===== src/sv/two_moduli_residue_alu_top_defines.svh =====
// Assertion helpers used by the RTL sequencer (tmra_ctrl)
`ifndef TWO_MODULI_RESIDUE_ALU_TOP_DEFINES_SVH
`define TWO_MODULI_RESIDUE_ALU_TOP_DEFINES_SVH

// same-cycle implication, checked out of reset
`define ASSERT_IMPL(lbl, ante, cons) \
    lbl: assert property (@(posedge i_clk) disable iff (!i_rst_n) (ante) |-> (cons)) \
        else $error("assertion failed");

// next-cycle implication, checked out of reset
`define ASSERT_NEXT(lbl, ante, cons) \
    lbl: assert property (@(posedge i_clk) disable iff (!i_rst_n) (ante) |=> (cons)) \
        else $error("assertion failed");

`endif


===== src/sv/tmra_pkg.sv =====
`default_nettype none
package tmra_pkg;

    localparam int VALUE_BITS = 8;
    localparam logic [15:0] MAXV = 16'((32'd1 << VALUE_BITS) - 1);

    // function codes
    localparam logic [3:0] F_ENC  = 4'd0;
    localparam logic [3:0] F_DEC  = 4'd1;
    localparam logic [3:0] F_ADD  = 4'd2;
    localparam logic [3:0] F_SUB  = 4'd3;
    localparam logic [3:0] F_MUL  = 4'd4;
    localparam logic [3:0] F_EQ   = 4'd5;
    localparam logic [3:0] F_LT   = 4'd6;
    localparam logic [3:0] F_DIV  = 4'd7;
    localparam logic [3:0] F_MOD  = 4'd8;
    localparam logic [3:0] F_XOR  = 4'd9;
    localparam logic [3:0] F_SHR  = 4'd10;

    // configuration register indexes
    localparam logic [1:0] CFG_M1  = 2'd0;
    localparam logic [1:0] CFG_M2  = 2'd1;
    localparam logic [1:0] CFG_INV = 2'd2;

    typedef enum logic [3:0] {
        S_IDLE, S_DEC1, S_DEC2, S_DEC3, S_DEC4, S_DEC5, S_DEC6,
        S_SHD, S_PROD, S_FUNC, S_OUT1, S_OUT2, S_EMIT
    } t_state;

    typedef enum logic [3:0] {
        STP_NONE, STP_LOAD, STP_DEC1, STP_DEC2, STP_DEC3, STP_DEC4, STP_DEC5,
        STP_DEC6, STP_SHD, STP_PROD, STP_FUNC, STP_OUT1, STP_OUT2
    } t_step;

    typedef struct packed {
        t_step step;
        logic  opb;
        logic  div_start;
        logic  capture;
    } t_cmd;

endpackage
`default_nettype wire


===== src/sv/two_moduli_residue_alu_top.sv =====
// The shared 32-step restoring divider runs twelve reductions per item; start is
// not taken while busy, and is taken again the cycle after the result strobe.
// Reset: synchronous active-low i_rst_n returns the sequencer to idle and the
// moduli and inverse to 23, 29 and 24. The receiver cannot stall the result.
`default_nettype none
module two_moduli_residue_alu_top (
    input  wire         i_clk,
    input  wire         i_rst_n,
    input  wire         i_start,
    output logic        o_busy,
    input  wire  [3:0]  i_func,
    input  wire  [7:0]  i_a_mod_first,
    input  wire  [7:0]  i_a_mod_second,
    input  wire  [7:0]  i_b_mod_first,
    input  wire  [7:0]  i_b_mod_second,
    input  wire  [7:0]  i_plain_in,
    input  wire  [2:0]  i_shift_amount,
    output logic        o_res_valid,
    output logic [7:0]  o_res_mod_first,
    output logic [7:0]  o_res_mod_second,
    output logic [15:0] o_plain_out,
    output logic        o_flag,
    output logic        o_error,
    input  wire         i_cfg_valid,
    output logic        o_cfg_ready,
    input  wire  [1:0]  i_cfg_index,
    input  wire  [7:0]  i_cfg_data
);
    import tmra_pkg::*;

    t_cmd cmd;
    logic div_done;

    assign o_cfg_ready = 1'b1;

    tmra_ctrl u_ctrl (
        .i_clk       (i_clk),
        .i_rst_n     (i_rst_n),
        .i_start     (i_start),
        .i_div_done  (div_done),
        .o_cmd       (cmd),
        .o_busy      (o_busy),
        .o_res_valid (o_res_valid)
    );

    tmra_datapath u_dp (
        .i_clk            (i_clk),
        .i_rst_n          (i_rst_n),
        .i_cmd            (cmd),
        .o_div_done       (div_done),
        .i_cfg_we         (i_cfg_valid & o_cfg_ready),
        .i_cfg_index      (i_cfg_index),
        .i_cfg_data       (i_cfg_data),
        .i_func           (i_func),
        .i_a_mod_first    (i_a_mod_first),
        .i_a_mod_second   (i_a_mod_second),
        .i_b_mod_first    (i_b_mod_first),
        .i_b_mod_second   (i_b_mod_second),
        .i_plain_in       (i_plain_in),
        .i_shift_amount   (i_shift_amount),
        .o_res_mod_first  (o_res_mod_first),
        .o_res_mod_second (o_res_mod_second),
        .o_plain_out      (o_plain_out),
        .o_flag           (o_flag),
        .o_error          (o_error)
    );
endmodule
`default_nettype wire


===== src/sv/tmra_divider.sv =====
`default_nettype none
module tmra_divider (
    input  wire         i_clk,
    input  wire         i_rst_n,
    input  wire         i_start,
    input  wire  [31:0] i_dividend,
    input  wire  [15:0] i_divisor,
    output logic        o_done,
    output logic [31:0] o_quot,
    output logic [15:0] o_rem
);
    logic [31:0] r_quot;
    logic [15:0] r_rem, r_div;
    logic [4:0]  r_cnt;
    logic        r_run, r_done;
    logic [16:0] trial;
    logic        fits;

    // one restoring step
    always_comb begin
        trial = {r_rem, r_quot[31]};
        fits  = trial >= {1'b0, r_div};
    end

    // control
    always_ff @(posedge i_clk) begin
        if (!i_rst_n) begin
            r_run  <= 1'b0;
            r_done <= 1'b0;
            r_cnt  <= '0;
        end else begin
            r_done <= 1'b0;
            if (i_start) begin
                r_run <= 1'b1;
                r_cnt <= '0;
            end else if (r_run) begin
                r_cnt <= r_cnt + 5'd1;
                if (r_cnt == 5'd31) begin
                    r_run  <= 1'b0;
                    r_done <= 1'b1;
                end
            end
        end
    end

    // datapath
    always_ff @(posedge i_clk) begin
        if (i_start) begin
            r_quot <= i_dividend;
            r_rem  <= '0;
            r_div  <= i_divisor;
        end else if (r_run) begin
            r_quot <= {r_quot[30:0], fits};
            r_rem  <= fits ? 16'(trial - {1'b0, r_div}) : trial[15:0];
        end
    end

    assign o_done = r_done;
    assign o_quot = r_quot;
    assign o_rem  = r_rem;
endmodule
`default_nettype wire


===== src/sv/tmra_ctrl.sv =====
`default_nettype none
`include "two_moduli_residue_alu_top_defines.svh"
module tmra_ctrl (
    input  wire          i_clk,
    input  wire          i_rst_n,
    input  wire          i_start,
    input  wire          i_div_done,
    output tmra_pkg::t_cmd o_cmd,
    output logic         o_busy,
    output logic         o_res_valid
);
    import tmra_pkg::*;

    t_state r_state, n_state;
    logic   r_opb, n_opb;
    logic   r_issued, n_issued;
    logic   is_div;

    // outputs per state
    always_comb begin
        is_div = r_state inside {S_DEC1, S_DEC2, S_DEC3, S_DEC5, S_SHD, S_FUNC,
                                 S_OUT1, S_OUT2};
        o_cmd.opb       = r_opb;
        o_cmd.div_start = is_div && !r_issued;
        o_cmd.capture   = is_div ? i_div_done : (r_state inside {S_DEC4, S_DEC6, S_PROD});
        case (r_state)
            S_IDLE: begin
                o_cmd.step    = STP_LOAD;
                o_cmd.capture = i_start;
            end
            S_DEC1:  o_cmd.step = STP_DEC1;
            S_DEC2:  o_cmd.step = STP_DEC2;
            S_DEC3:  o_cmd.step = STP_DEC3;
            S_DEC4:  o_cmd.step = STP_DEC4;
            S_DEC5:  o_cmd.step = STP_DEC5;
            S_DEC6:  o_cmd.step = STP_DEC6;
            S_SHD:   o_cmd.step = STP_SHD;
            S_PROD:  o_cmd.step = STP_PROD;
            S_FUNC:  o_cmd.step = STP_FUNC;
            S_OUT1:  o_cmd.step = STP_OUT1;
            S_OUT2:  o_cmd.step = STP_OUT2;
            default: o_cmd.step = STP_NONE;
        endcase
        o_busy      = r_state != S_IDLE;
        o_res_valid = r_state == S_EMIT;
    end

    // next state
    always_comb begin
        n_state  = r_state;
        n_opb    = r_opb;
        n_issued = o_cmd.div_start ? 1'b1 : r_issued;
        if (o_cmd.capture) begin
            n_issued = 1'b0;
            case (r_state)
                S_IDLE: begin
                    n_state = S_DEC1;
                    n_opb   = 1'b0;
                end
                S_DEC1: n_state = S_DEC2;
                S_DEC2: n_state = S_DEC3;
                S_DEC3: n_state = S_DEC4;
                S_DEC4: n_state = S_DEC5;
                S_DEC5: n_state = S_DEC6;
                S_DEC6: begin
                    n_state = r_opb ? S_SHD : S_DEC1;
                    n_opb   = 1'b1;
                end
                S_SHD:   n_state = S_PROD;
                S_PROD:  n_state = S_FUNC;
                S_FUNC:  n_state = S_OUT1;
                S_OUT1:  n_state = S_OUT2;
                S_OUT2:  n_state = S_EMIT;
                default: n_state = S_IDLE;
            endcase
        end else if (r_state == S_EMIT) begin
            n_state = S_IDLE;
        end
    end

    always_ff @(posedge i_clk) begin
        if (!i_rst_n) begin
            r_state  <= S_IDLE;
            r_opb    <= 1'b0;
            r_issued <= 1'b0;
        end else begin
            r_state  <= n_state;
            r_opb    <= n_opb;
            r_issued <= n_issued;
        end
    end

    `ASSERT_NEXT(a_strobe_then_idle, o_res_valid, !o_busy)
    `ASSERT_NEXT(a_accept_then_busy, i_start && !o_busy, o_busy)
    `ASSERT_NEXT(a_no_early_done, o_cmd.div_start, !i_div_done)
endmodule
`default_nettype wire


===== src/sv/tmra_datapath.sv =====
`default_nettype none
module tmra_datapath (
    input  wire          i_clk,
    input  wire          i_rst_n,
    input  tmra_pkg::t_cmd i_cmd,
    output logic         o_div_done,
    input  wire          i_cfg_we,
    input  wire  [1:0]   i_cfg_index,
    input  wire  [7:0]   i_cfg_data,
    input  wire  [3:0]   i_func,
    input  wire  [7:0]   i_a_mod_first,
    input  wire  [7:0]   i_a_mod_second,
    input  wire  [7:0]   i_b_mod_first,
    input  wire  [7:0]   i_b_mod_second,
    input  wire  [7:0]   i_plain_in,
    input  wire  [2:0]   i_shift_amount,
    output logic [7:0]   o_res_mod_first,
    output logic [7:0]   o_res_mod_second,
    output logic [15:0]  o_plain_out,
    output logic         o_flag,
    output logic         o_error
);
    import tmra_pkg::*;

    // configuration registers
    logic [7:0]  r_cfg_m1, r_cfg_m2, r_cfg_inv;
    // item registers
    logic [3:0]  r_func;
    logic [7:0]  r_a1, r_a2, r_b1, r_b2, r_plain;
    logic [2:0]  r_n;
    logic [7:0]  r_m1, r_m2, r_inv;
    logic [15:0] r_mm;
    logic [7:0]  r_v1, r_t, r_d, r_v2;
    logic [31:0] r_p;
    logic [15:0] r_a, r_b, r_bs, r_val, r_pout;
    logic        r_flag, r_err;
    logic [7:0]  r_res1, r_res2;

    logic [31:0] dvd, quot;
    logic [15:0] dvs, rem;
    logic [7:0]  op1, op2;
    logic [8:0]  dsum;
    logic [16:0] ssum, sdif;
    logic [15:0] nval, npout, ndiv;
    logic        nflag, nerr;

    always_ff @(posedge i_clk) begin
        if (!i_rst_n) begin
            r_cfg_m1  <= 8'd23;
            r_cfg_m2  <= 8'd29;
            r_cfg_inv <= 8'd24;
        end else if (i_cfg_we) begin
            case (i_cfg_index)
                CFG_M1:  r_cfg_m1  <= i_cfg_data;
                CFG_M2:  r_cfg_m2  <= i_cfg_data;
                CFG_INV: r_cfg_inv <= i_cfg_data;
                default: ;
            endcase
        end
    end

    // divider operand selection
    always_comb begin
        op1 = i_cmd.opb ? r_b1 : r_a1;
        op2 = i_cmd.opb ? r_b2 : r_a2;
        dvd = '0;
        dvs = 16'd1;
        case (i_cmd.step)
            STP_DEC1: begin dvd = {24'd0, op1}; dvs = {8'd0, r_m1}; end
            STP_DEC2: begin dvd = {24'd0, op2}; dvs = {8'd0, r_m2}; end
            STP_DEC3: begin dvd = {24'd0, r_v1}; dvs = {8'd0, r_m2}; end
            STP_DEC5: begin dvd = r_p; dvs = {8'd0, r_m2}; end
            STP_SHD:  begin dvd = 32'd1 << r_n; dvs = r_mm; end
            STP_FUNC: begin
                case (r_func)
                    F_MUL:        begin dvd = r_p; dvs = r_mm; end
                    F_DIV, F_MOD: begin dvd = {16'd0, r_a}; dvs = r_b; end
                    F_SHR:        begin dvd = {16'd0, r_a}; dvs = r_bs; end
                    default:      ;
                endcase
            end
            STP_OUT1: begin dvd = {16'd0, r_val}; dvs = {8'd0, r_m1}; end
            STP_OUT2: begin dvd = {16'd0, r_val}; dvs = {8'd0, r_m2}; end
            default:  ;
        endcase
    end

    tmra_divider u_div (
        .i_clk      (i_clk),
        .i_rst_n    (i_rst_n),
        .i_start    (i_cmd.div_start),
        .i_dividend (dvd),
        .i_divisor  (dvs),
        .o_done     (o_div_done),
        .o_quot     (quot),
        .o_rem      (rem)
    );

    // second mixed-radix digit difference, reduced mod m2
    always_comb begin
        dsum = 9'({1'b0, r_t} + {1'b0, r_m2} - {1'b0, rem[7:0]});
        if (dsum >= {1'b0, r_m2})
            dsum = 9'(dsum - {1'b0, r_m2});
    end

    // divide helper, divisor in ndiv
    always_comb begin
        ndiv = (r_func == F_SHR) ? r_bs : r_b;
    end

    // function result
    always_comb begin
        nval  = '0;
        npout = '0;
        nflag = 1'b0;
        nerr  = 1'b0;
        ssum  = {1'b0, r_a} + {1'b0, r_b};
        if (ssum >= {1'b0, r_mm})
            ssum = 17'(ssum - {1'b0, r_mm});
        sdif  = 17'({1'b0, r_a} + {1'b0, r_mm} - {1'b0, r_b});
        if (sdif >= {1'b0, r_mm})
            sdif = 17'(sdif - {1'b0, r_mm});
        case (r_func)
            F_ENC: nval = {8'd0, r_plain};
            F_DEC: begin
                nval  = r_a;
                npout = r_a;
            end
            F_ADD: begin
                nval  = ssum[15:0] & MAXV;
                nflag = (nval < r_a) || (nval < r_b);
            end
            F_SUB: nval = sdif[15:0];
            F_MUL: nval = rem;
            F_EQ:  nflag = r_a == r_b;
            F_LT:  nflag = r_a < r_b;
            F_MOD: begin
                if (r_b == 16'd0) nerr = 1'b1;
                else              nval = rem;
            end
            F_XOR: begin
                if (r_a == r_b)        nval = '0;
                else if (r_b == 16'd0) nval = r_a;
                else if (r_a == 16'd0) nval = r_b;
                else                   nval = (r_a ^ r_b) & MAXV;
            end
            F_DIV, F_SHR: begin
                if (r_func == F_SHR && r_n == 3'd0) nval = r_a;
                else if (ndiv == 16'd0)             nerr = 1'b1;
                else if (r_a == ndiv)               nval = 16'd1;
                else if (r_a < ndiv)                nval = '0;
                else if (ndiv == 16'd1)             nval = r_a;
                else                                nval = quot[15:0] & MAXV;
            end
            default: ;
        endcase
    end

    // step captures
    always_ff @(posedge i_clk) begin
        if (i_cmd.capture) begin
            case (i_cmd.step)
                STP_LOAD: begin
                    r_func  <= i_func;
                    r_a1    <= i_a_mod_first;
                    r_a2    <= i_a_mod_second;
                    r_b1    <= i_b_mod_first;
                    r_b2    <= i_b_mod_second;
                    r_plain <= i_plain_in;
                    r_n     <= i_shift_amount;
                    r_m1    <= (r_cfg_m1 == 8'd0) ? 8'd1 : r_cfg_m1;
                    r_m2    <= (r_cfg_m2 == 8'd0) ? 8'd1 : r_cfg_m2;
                    r_inv   <= r_cfg_inv;
                    r_mm    <= ((r_cfg_m1 == 8'd0) ? 8'd1 : r_cfg_m1)
                             * ((r_cfg_m2 == 8'd0) ? 8'd1 : r_cfg_m2);
                end
                STP_DEC1: r_v1 <= rem[7:0];
                STP_DEC2: r_t  <= rem[7:0];
                STP_DEC3: r_d  <= dsum[7:0];
                // full 16-bit product of digit and inverse
                STP_DEC4: r_p  <= {16'd0, 16'(r_d) * 16'(r_inv)};
                STP_DEC5: r_v2 <= rem[7:0];
                STP_DEC6: begin
                    if (i_cmd.opb) r_b <= 16'({8'd0, r_v1} + r_v2 * r_m1);
                    else           r_a <= 16'({8'd0, r_v1} + r_v2 * r_m1);
                end
                STP_SHD:  r_bs <= rem;
                STP_PROD: r_p  <= r_a * r_b;
                STP_FUNC: begin
                    r_val  <= nval;
                    r_pout <= npout;
                    r_flag <= nflag;
                    r_err  <= nerr;
                end
                STP_OUT1: r_res1 <= rem[7:0];
                STP_OUT2: r_res2 <= rem[7:0];
                default:  ;
            endcase
        end
    end

    assign o_res_mod_first  = r_res1;
    assign o_res_mod_second = r_res2;
    assign o_plain_out      = r_pout;
    assign o_flag           = r_flag;
    assign o_error          = r_err;
endmodule
`default_nettype wire

===== config.mk =====
export PLATFORM = sky130hd
export DESIGN_NAME = two_moduli_residue_alu_top
export DESIGN_NICKNAME = d
export VERILOG_FILES = /design/src/sv/tmra_pkg.sv /design/src/sv/two_moduli_residue_alu_top.sv /design/src/sv/tmra_divider.sv /design/src/sv/tmra_ctrl.sv /design/src/sv/tmra_datapath.sv
export VERILOG_INCLUDE_DIRS = /design/src /design/src/sv
export SDC_FILE = /design/constraint.sdc
export NUM_CORES = 2
export LEC_CHECK = 0
export ABC_AREA = 1
export BUFFER_PORTS_ARGS = -buffer_cell sky130_fd_sc_hd__buf_2
export CORE_AREA = 2 2 187 326
export DETAILED_ROUTE_END_ITERATION = 10
export DIE_AREA = 0 0 189 328
export PLACE_DENSITY = 0.76
export SYNTH_ARGS = -nofsm -noshare
export SYNTH_HDL_FRONTEND = slang
export SYNTH_SLANG_ARGS = --single-unit

===== constraint.sdc =====
create_clock -name i_clk -period 8.5 [get_ports i_clk]
set_clock_uncertainty 0.05 [all_clocks]
set_input_delay 0.85 -clock i_clk [delete_from_list [all_inputs] [get_ports i_clk]]
set_output_delay 0.85 -clock i_clk [all_outputs]
set_load 0.02 [all_outputs]

Word level (Yosys, flattened, before mapping)
Cells that the tools add are included.
{"block": "word_totals", "regBits": 350, "in_bits": 61, "word_cells": 193}
{"block": "op_classes", "mul": 4, "shift": 1, "eq_ne": 40, "add_sub_neg": 11, "mux": 43, "bitwise": 4, "magnitude_cmp": 8, "reduce_logical": 45}
{"op": "32-bit case mux with 7 select lines", "count": 1}
{"op": "16-bit two-way mux", "count": 12}
{"op": "16-bit case mux with 8 select lines", "count": 1}
{"op": "32-bit case mux with 2 select lines", "count": 2}
{"op": "4-bit case mux with 12 select lines", "count": 2}
{"op": "32-bit two-way mux", "count": 2}
{"op": "16-bit case mux with 4 select lines", "count": 1}
{"op": "4-bit == test, second input constant", "count": 13}
{"op": "17-bit by 16-bit >= comparator with 1-bit output", "count": 3}
{"op": "4-bit by 3-bit == test with 1-bit output, second input constant", "count": 12}
{"op": "16-bit zero test", "count": 3}
{"op": "8-bit two-way mux", "count": 6}
{"op": "16-bit case mux with 3 select lines", "count": 1}
{"op": "16-bit by 16-bit adder with 17-bit output", "count": 2}
{"op": "16-bit == test", "count": 2}
{"op": "16-bit < comparator", "count": 2}
{"op": "8-bit by 16-bit < comparator with 1-bit output", "count": 2}
{"op": "16-bit by 16-bit multiplier with 32-bit output", "count": 1}
{"op": "8-bit by 8-bit multiplier with 16-bit output", "count": 2}
{"op": "1-bit by 3-bit left shift with 32-bit output, first input constant", "count": 1}
{"op": "16-bit subtractor", "count": 2}
{"op": "2-bit AND reduction", "count": 14}
{"op": "4-bit by 2-bit == test with 1-bit output, second input constant", "count": 6}
{"op": "17-bit by 16-bit subtractor with 17-bit output", "count": 1}
{"op": "34 further kinds", "count": 62}

Longest topological paths before layout
{"block": "depth", "ltp_word": 9, "depth_mapped": 36, "depth_no_buf": 35}

Hierarchy
A second synthesis with hierarchy kept.
{"block": "unflattened", "cells_unflattened": 4429, "hier_area_um2": 36341.1}
{"module": "tmra_datapath", "area_per_inst_um2": 31834.3, "instances": 1, "seq_area_each_um2": 7957.6, "cells_each": 3836}
{"module": "tmra_divider", "area_per_inst_um2": 4067.7, "instances": 1, "seq_area_each_um2": 1901.8, "cells_each": 526}
{"module": "tmra_ctrl", "area_per_inst_um2": 427.9, "instances": 1, "seq_area_each_um2": 120.1, "cells_each": 65}
{"module": "two_moduli_residue_alu_top", "area_per_inst_um2": 11.3, "instances": 1, "seq_area_each_um2": 0.0, "cells_each": 2}

Worst setup path after synthesis
No wires, ideal clock.
{"block": "synth_path", "path_kind": "register to register", "from": "register u_dp.r_b[1]", "to": "register u_dp.r_p[29], data pin", "t_required_ps": 8190, "t_arrival_ps": 5778, "setup_slack_ps": 2412, "stages_incl_launch_ff": 25, "n_path_buf": 2, "setup_time_ps": 260, "path_cell_list": "edfxtp_1 -> clkbuf_1 -> buf_1 -> nand2_1 -> fa_1 -> inv_1 -> fa_1 -> inv_1 -> fa_1 -> inv_1 -> fa_1 -> inv_1 -> fa_1 -> inv_1 -> fa_1 -> ha_1 -> nand2_1 -> nor4_1 -> nand3_1 -> o221ai_1 -> nand3_1 -> nand2_1 -> a31oi_1 -> o21ai_0 -> a21oi_1"}
{"block": "synth_between", "elab_chain_len": 2}
{"element": "start, declared", "line_no": "tmra_datapath.sv:35", "text": "logic [15:0] r_a, r_b, r_bs, r_val, r_pout;"}
{"element": "start signal, assigned", "line_no": "tmra_datapath.sv:184", "text": "if (i_cmd.opb) r_b <= 16'({8'd0, r_v1} + r_v2 * r_m1);"}
{"element": "16-bit by 16-bit multiplier with 32-bit output", "line_no": "tmra_datapath.sv:188", "text": "STP_PROD: r_p <= r_a * r_b;"}
{"element": "32-bit case mux with 2 select lines", "line_no": "tmra_datapath.sv:162", "text": "case (i_cmd.step)"}
{"element": "end signal, assigned", "line_no": "tmra_datapath.sv:181", "text": "STP_DEC4: r_p <= {16'd0, 16'(r_d) * 16'(r_inv)};"}
{"element": "end signal, assigned", "line_no": "tmra_datapath.sv:188"}
{"element": "end, declared", "line_no": "tmra_datapath.sv:34", "text": "logic [31:0] r_p;"}
Every way passes these cells.
A chain may end at the register's enable or synchronous reset.

Final worst setup path
{"block": "layout_path", "from": "register u_dp.r_b[8]", "to": "register u_dp.r_p[22], data pin"}
The elaborated chain is that of the path after synthesis.

==> results.toml <==
[timing]
finalHoldViolCount = 0
period_minus_slack_ns = 6.88
fin_tns_setup_ns = 0
fin_crit_sh_pct = 81.0
setup_viol = 0
rsz0062_at_grt = "false"
tightest_slew_ns = 1.28
fmax_ghz = 0.145
slew_violations = 0
slew_headroom_pct = 14.3

[yosys]
postSynthAreaPerCell_um2 = 8.46
synth_warnings = 0
synth_top_area_cell = "edfxtp_1"
synth-seq-area-share_pct = 28.3
synth-edff-count = 297
ys_top_cells_by_area = "edfxtp_1 25%, fa_1 19%, ha_1 13%, inv_1 9.7%, nand2_1 9.7%"
ys.flop_type = "edfxtp_1"
synth_fp_nets = 4931
synth_common_cells = "911 x inv_1, 908 x nand2_1, 358 x ha_1, 339 x fa_1, 297 x edfxtp_1"
synth_cell_type_count = 65
syn_inst = 4173
synth_top_area_share_pct = 25.3
async_flop_share_pct = 0
syn_area_um2 = 35300
synth_most_common_cell = "inv_1"
ys_ff_latch = 350

[placed_design]
dp_hpwl_um = 96200
placed_cell_area_um2 = 36400
portBuffers = 96
routabilityCongestion = 1.07
place_inst = 4920

[global_routing]
grt_max_degree = 50
grt_first_pass_wirelength_um = 179000
overflow = 0
grt_pass1_vias = 30600
grtUsageTotal_pct = 39.6
antenna_found_initial = 5

[worst_hold_path]
hp-class = "input port to flip-flop"

[power_and_ir_drop]
p_total_mw = 12.2
power_density_nw_per_um2 = 325
power.leakage_nw = 19.0
ir_worst_vdd_uv = 371

[worst_setup_path]
critPathArrivalTime_ns = 7.17
crit_start = "u_dp.r_b[8]"
cp.required_ns = 8.79
cp.depth = 20
critical_path.max_fanout = 20
cp_slowest_cell = "edfxtp_1"
endpoint = "u_dp.r_p[22]"
r2r_start = "u_dp.r_b[8]"
critical_path_buf_inv_count = 5
critPathTopFamily = "adder cells"
r2r_cells = 20
reg2reg_to = "u_dp.r_p[22]"
reg2reg_slack_ns = 1.62
cp_common_cell = "fa_1"
end_kind = "flip-flop"
cpPeakStageDelay_ns = 0.97
worstSetupPathType = "flip-flop to flip-flop"
cp_cell_sequence = "ha_1 > inv_1 > fa_1 > fa_1 > inv_1 > fa_1 > inv_1 > fa_1 > fa_1 > inv_1 > fa_1 > ha_1 > nand2_1 > o21ai_0 > inv_1 > nand2_1 > nand2_1 > nand2_1 > o21ai_0 > a21oi_1"
cp-start-kind = "flip-flop"

[clocking]
clk_pin_slew_worst_paths_ns = 0.07
cts-buffers-inserted = 36
clkSinkCount = 350
clk_latency_ns = 0.61
cts_buffer_depth = 3
root_buffer = "clkbuf_16"
holdBufCountCts = 0
cts_resized = 0
htree_levels = 2
post_cts_buffers = 0
cts_tree = "built"

[floorplan]
fp.dieH_um = 328
start_util_pct = 59.6
coreArea_um2 = 59200
num_rows = 118
dieWidth_um = 189
dieArea_um2 = 62000
pin_count = 98

[cells_and_area]
layout-drive-gt1-share_pct = 5.80
fill_cells = 5075
stdcell_count = 4988
final_area_um2 = 37700
synthToLayoutAreaGrowth_pct = 6.76
nets = 4937
final_util_pct = 63.6

[drt]
drt_iter0_drc = 2264
post_drt_wl_per_cell_um = 24.1
drt-total-wl_um = 120000
routed-via-count = 29300
ant_nets = 0
first_pass_iters = 6
drc = 0
avgViaCountPerCell = 5.88

[job]
cap_viol_max_count = 0

[run_status]
outcome = "complete, no violations"
-- cells by family (layout without fill, tap and decap cells) --
kind of cell	count (synthesis)	after routing	share of synthesized area, %
fa+ha+maj	697	697	31.9
flops	350	350	28.3
compound gates	631	631	10.5
other cells	1	3	0.0106
xor+xnor	105	105	2.61
simple gates	1291	1291	14.8
buf+inv	1096	1129	11.9
mux	2	2	0.0638
-- worst reg2reg max path, stage by stage (launching register included) --
cell and delay, ns:
edfxtp_1 0.97, ha_1 0.31, inv_1 0.09, fa_1 0.50, fa_1 0.52, inv_1 0.06, fa_1 0.53, inv_1 0.05
fa_1 0.47, fa_1 0.50, inv_1 0.05, fa_1 0.46, ha_1 0.36, nand2_1 0.18, o21ai_0 0.46, inv_1 0.10
nand2_1 0.17, nand2_1 0.10, nand2_1 0.15, o21ai_0 0.09, a21oi_1 0.47
-- where the power goes --
group / switching [mW] / total [mW] / internal [mW]
Combinational: 5.02 / 7.64 / 2.62
Sequential: 0.247 / 2.86 / 2.61
Clock: 0.762 / 1.74 / 0.974
-- layer usage --
layer,track usage [%],share of wire [%],vias to the layer above
met1,36.9,31,14100
met2,69.8,50,1447
li1,-,-,13200
met3,8.08,6.9,595
met5,0,0.011,-
met4,40.0,12,2
-- cell type report --
cell class              count  area (um^2)  area share, %
flip-flops and latches    350         9980           26.5
inverters                 928         3490           9.26
repair buffers            136          785           2.08
well taps                 780          976           2.59
clock inverters            17          267          0.707
clock buffers              48         1010           2.67
diodes                      2         5.00         0.0133
multi-input cells        2727        21200           56.2
-- registers in the layout, summed over array words and instances (netlist names), 16 cells and up --
name and cells:
u_dp.r_a 16, u_dp.r_mm 16, u_dp.r_p 32, u_dp.r_val 16, u_dp.u_div.o_rem 16, u_dp.u_div.r_div 16
u_dp.r_bs 16, u_dp.r_b 16, u_dp.u_div.o_quot 32, u_dp.o_plain_out 16
-- through the flow --
stage / setup WS (ns) / hold WS (ns)
after detailed placement: 1.88 / 0.366
after CTS: 1.89 / 0.348
final: 1.62 / 0.360
after global placement: 1.93 / 0.363
after floorplan: 2.41 / 0.359
after global routing: 1.43 / 0.356
-- worst min path at each step --
stage                                  from        endpoint  slack [ns]  cells past startpoint
after global routing      i_b_mod_second[3]    u_dp.r_b2[3]        0.36                      1
after floorplan           u_dp.r_cfg_inv[0]   u_dp.r_inv[0]        0.36                      0
after global placement    u_dp.r_cfg_inv[6]   u_dp.r_inv[6]        0.36                      0
final                             i_func[3]  u_dp.r_func[3]        0.36                      1
after detailed placement  u_dp.r_cfg_inv[7]   u_dp.r_inv[7]        0.37                      0
after CTS                  i_b_mod_first[4]    u_dp.r_b1[4]        0.35                      1
-- placed cells by master, fill, tap and decap left out, types with 21 or more instances in the layout --
cell         n
inv_1      911
nand2_1    908
ha_1       358
fa_1       339
edfxtp_1   297
a21oi_1    270
nor2_1     196
o21ai_0    151
buf_2       96
nand3_1     95
xor2_1      72
dfxtp_1     53
buf_4       39
o21ai_1     36
clkbuf_16   36
xnor2_1     33
nand4_1     29
a221oi_1    24
o22ai_1     22
nor3_1      21
Power figures use the tool's default switching activity.
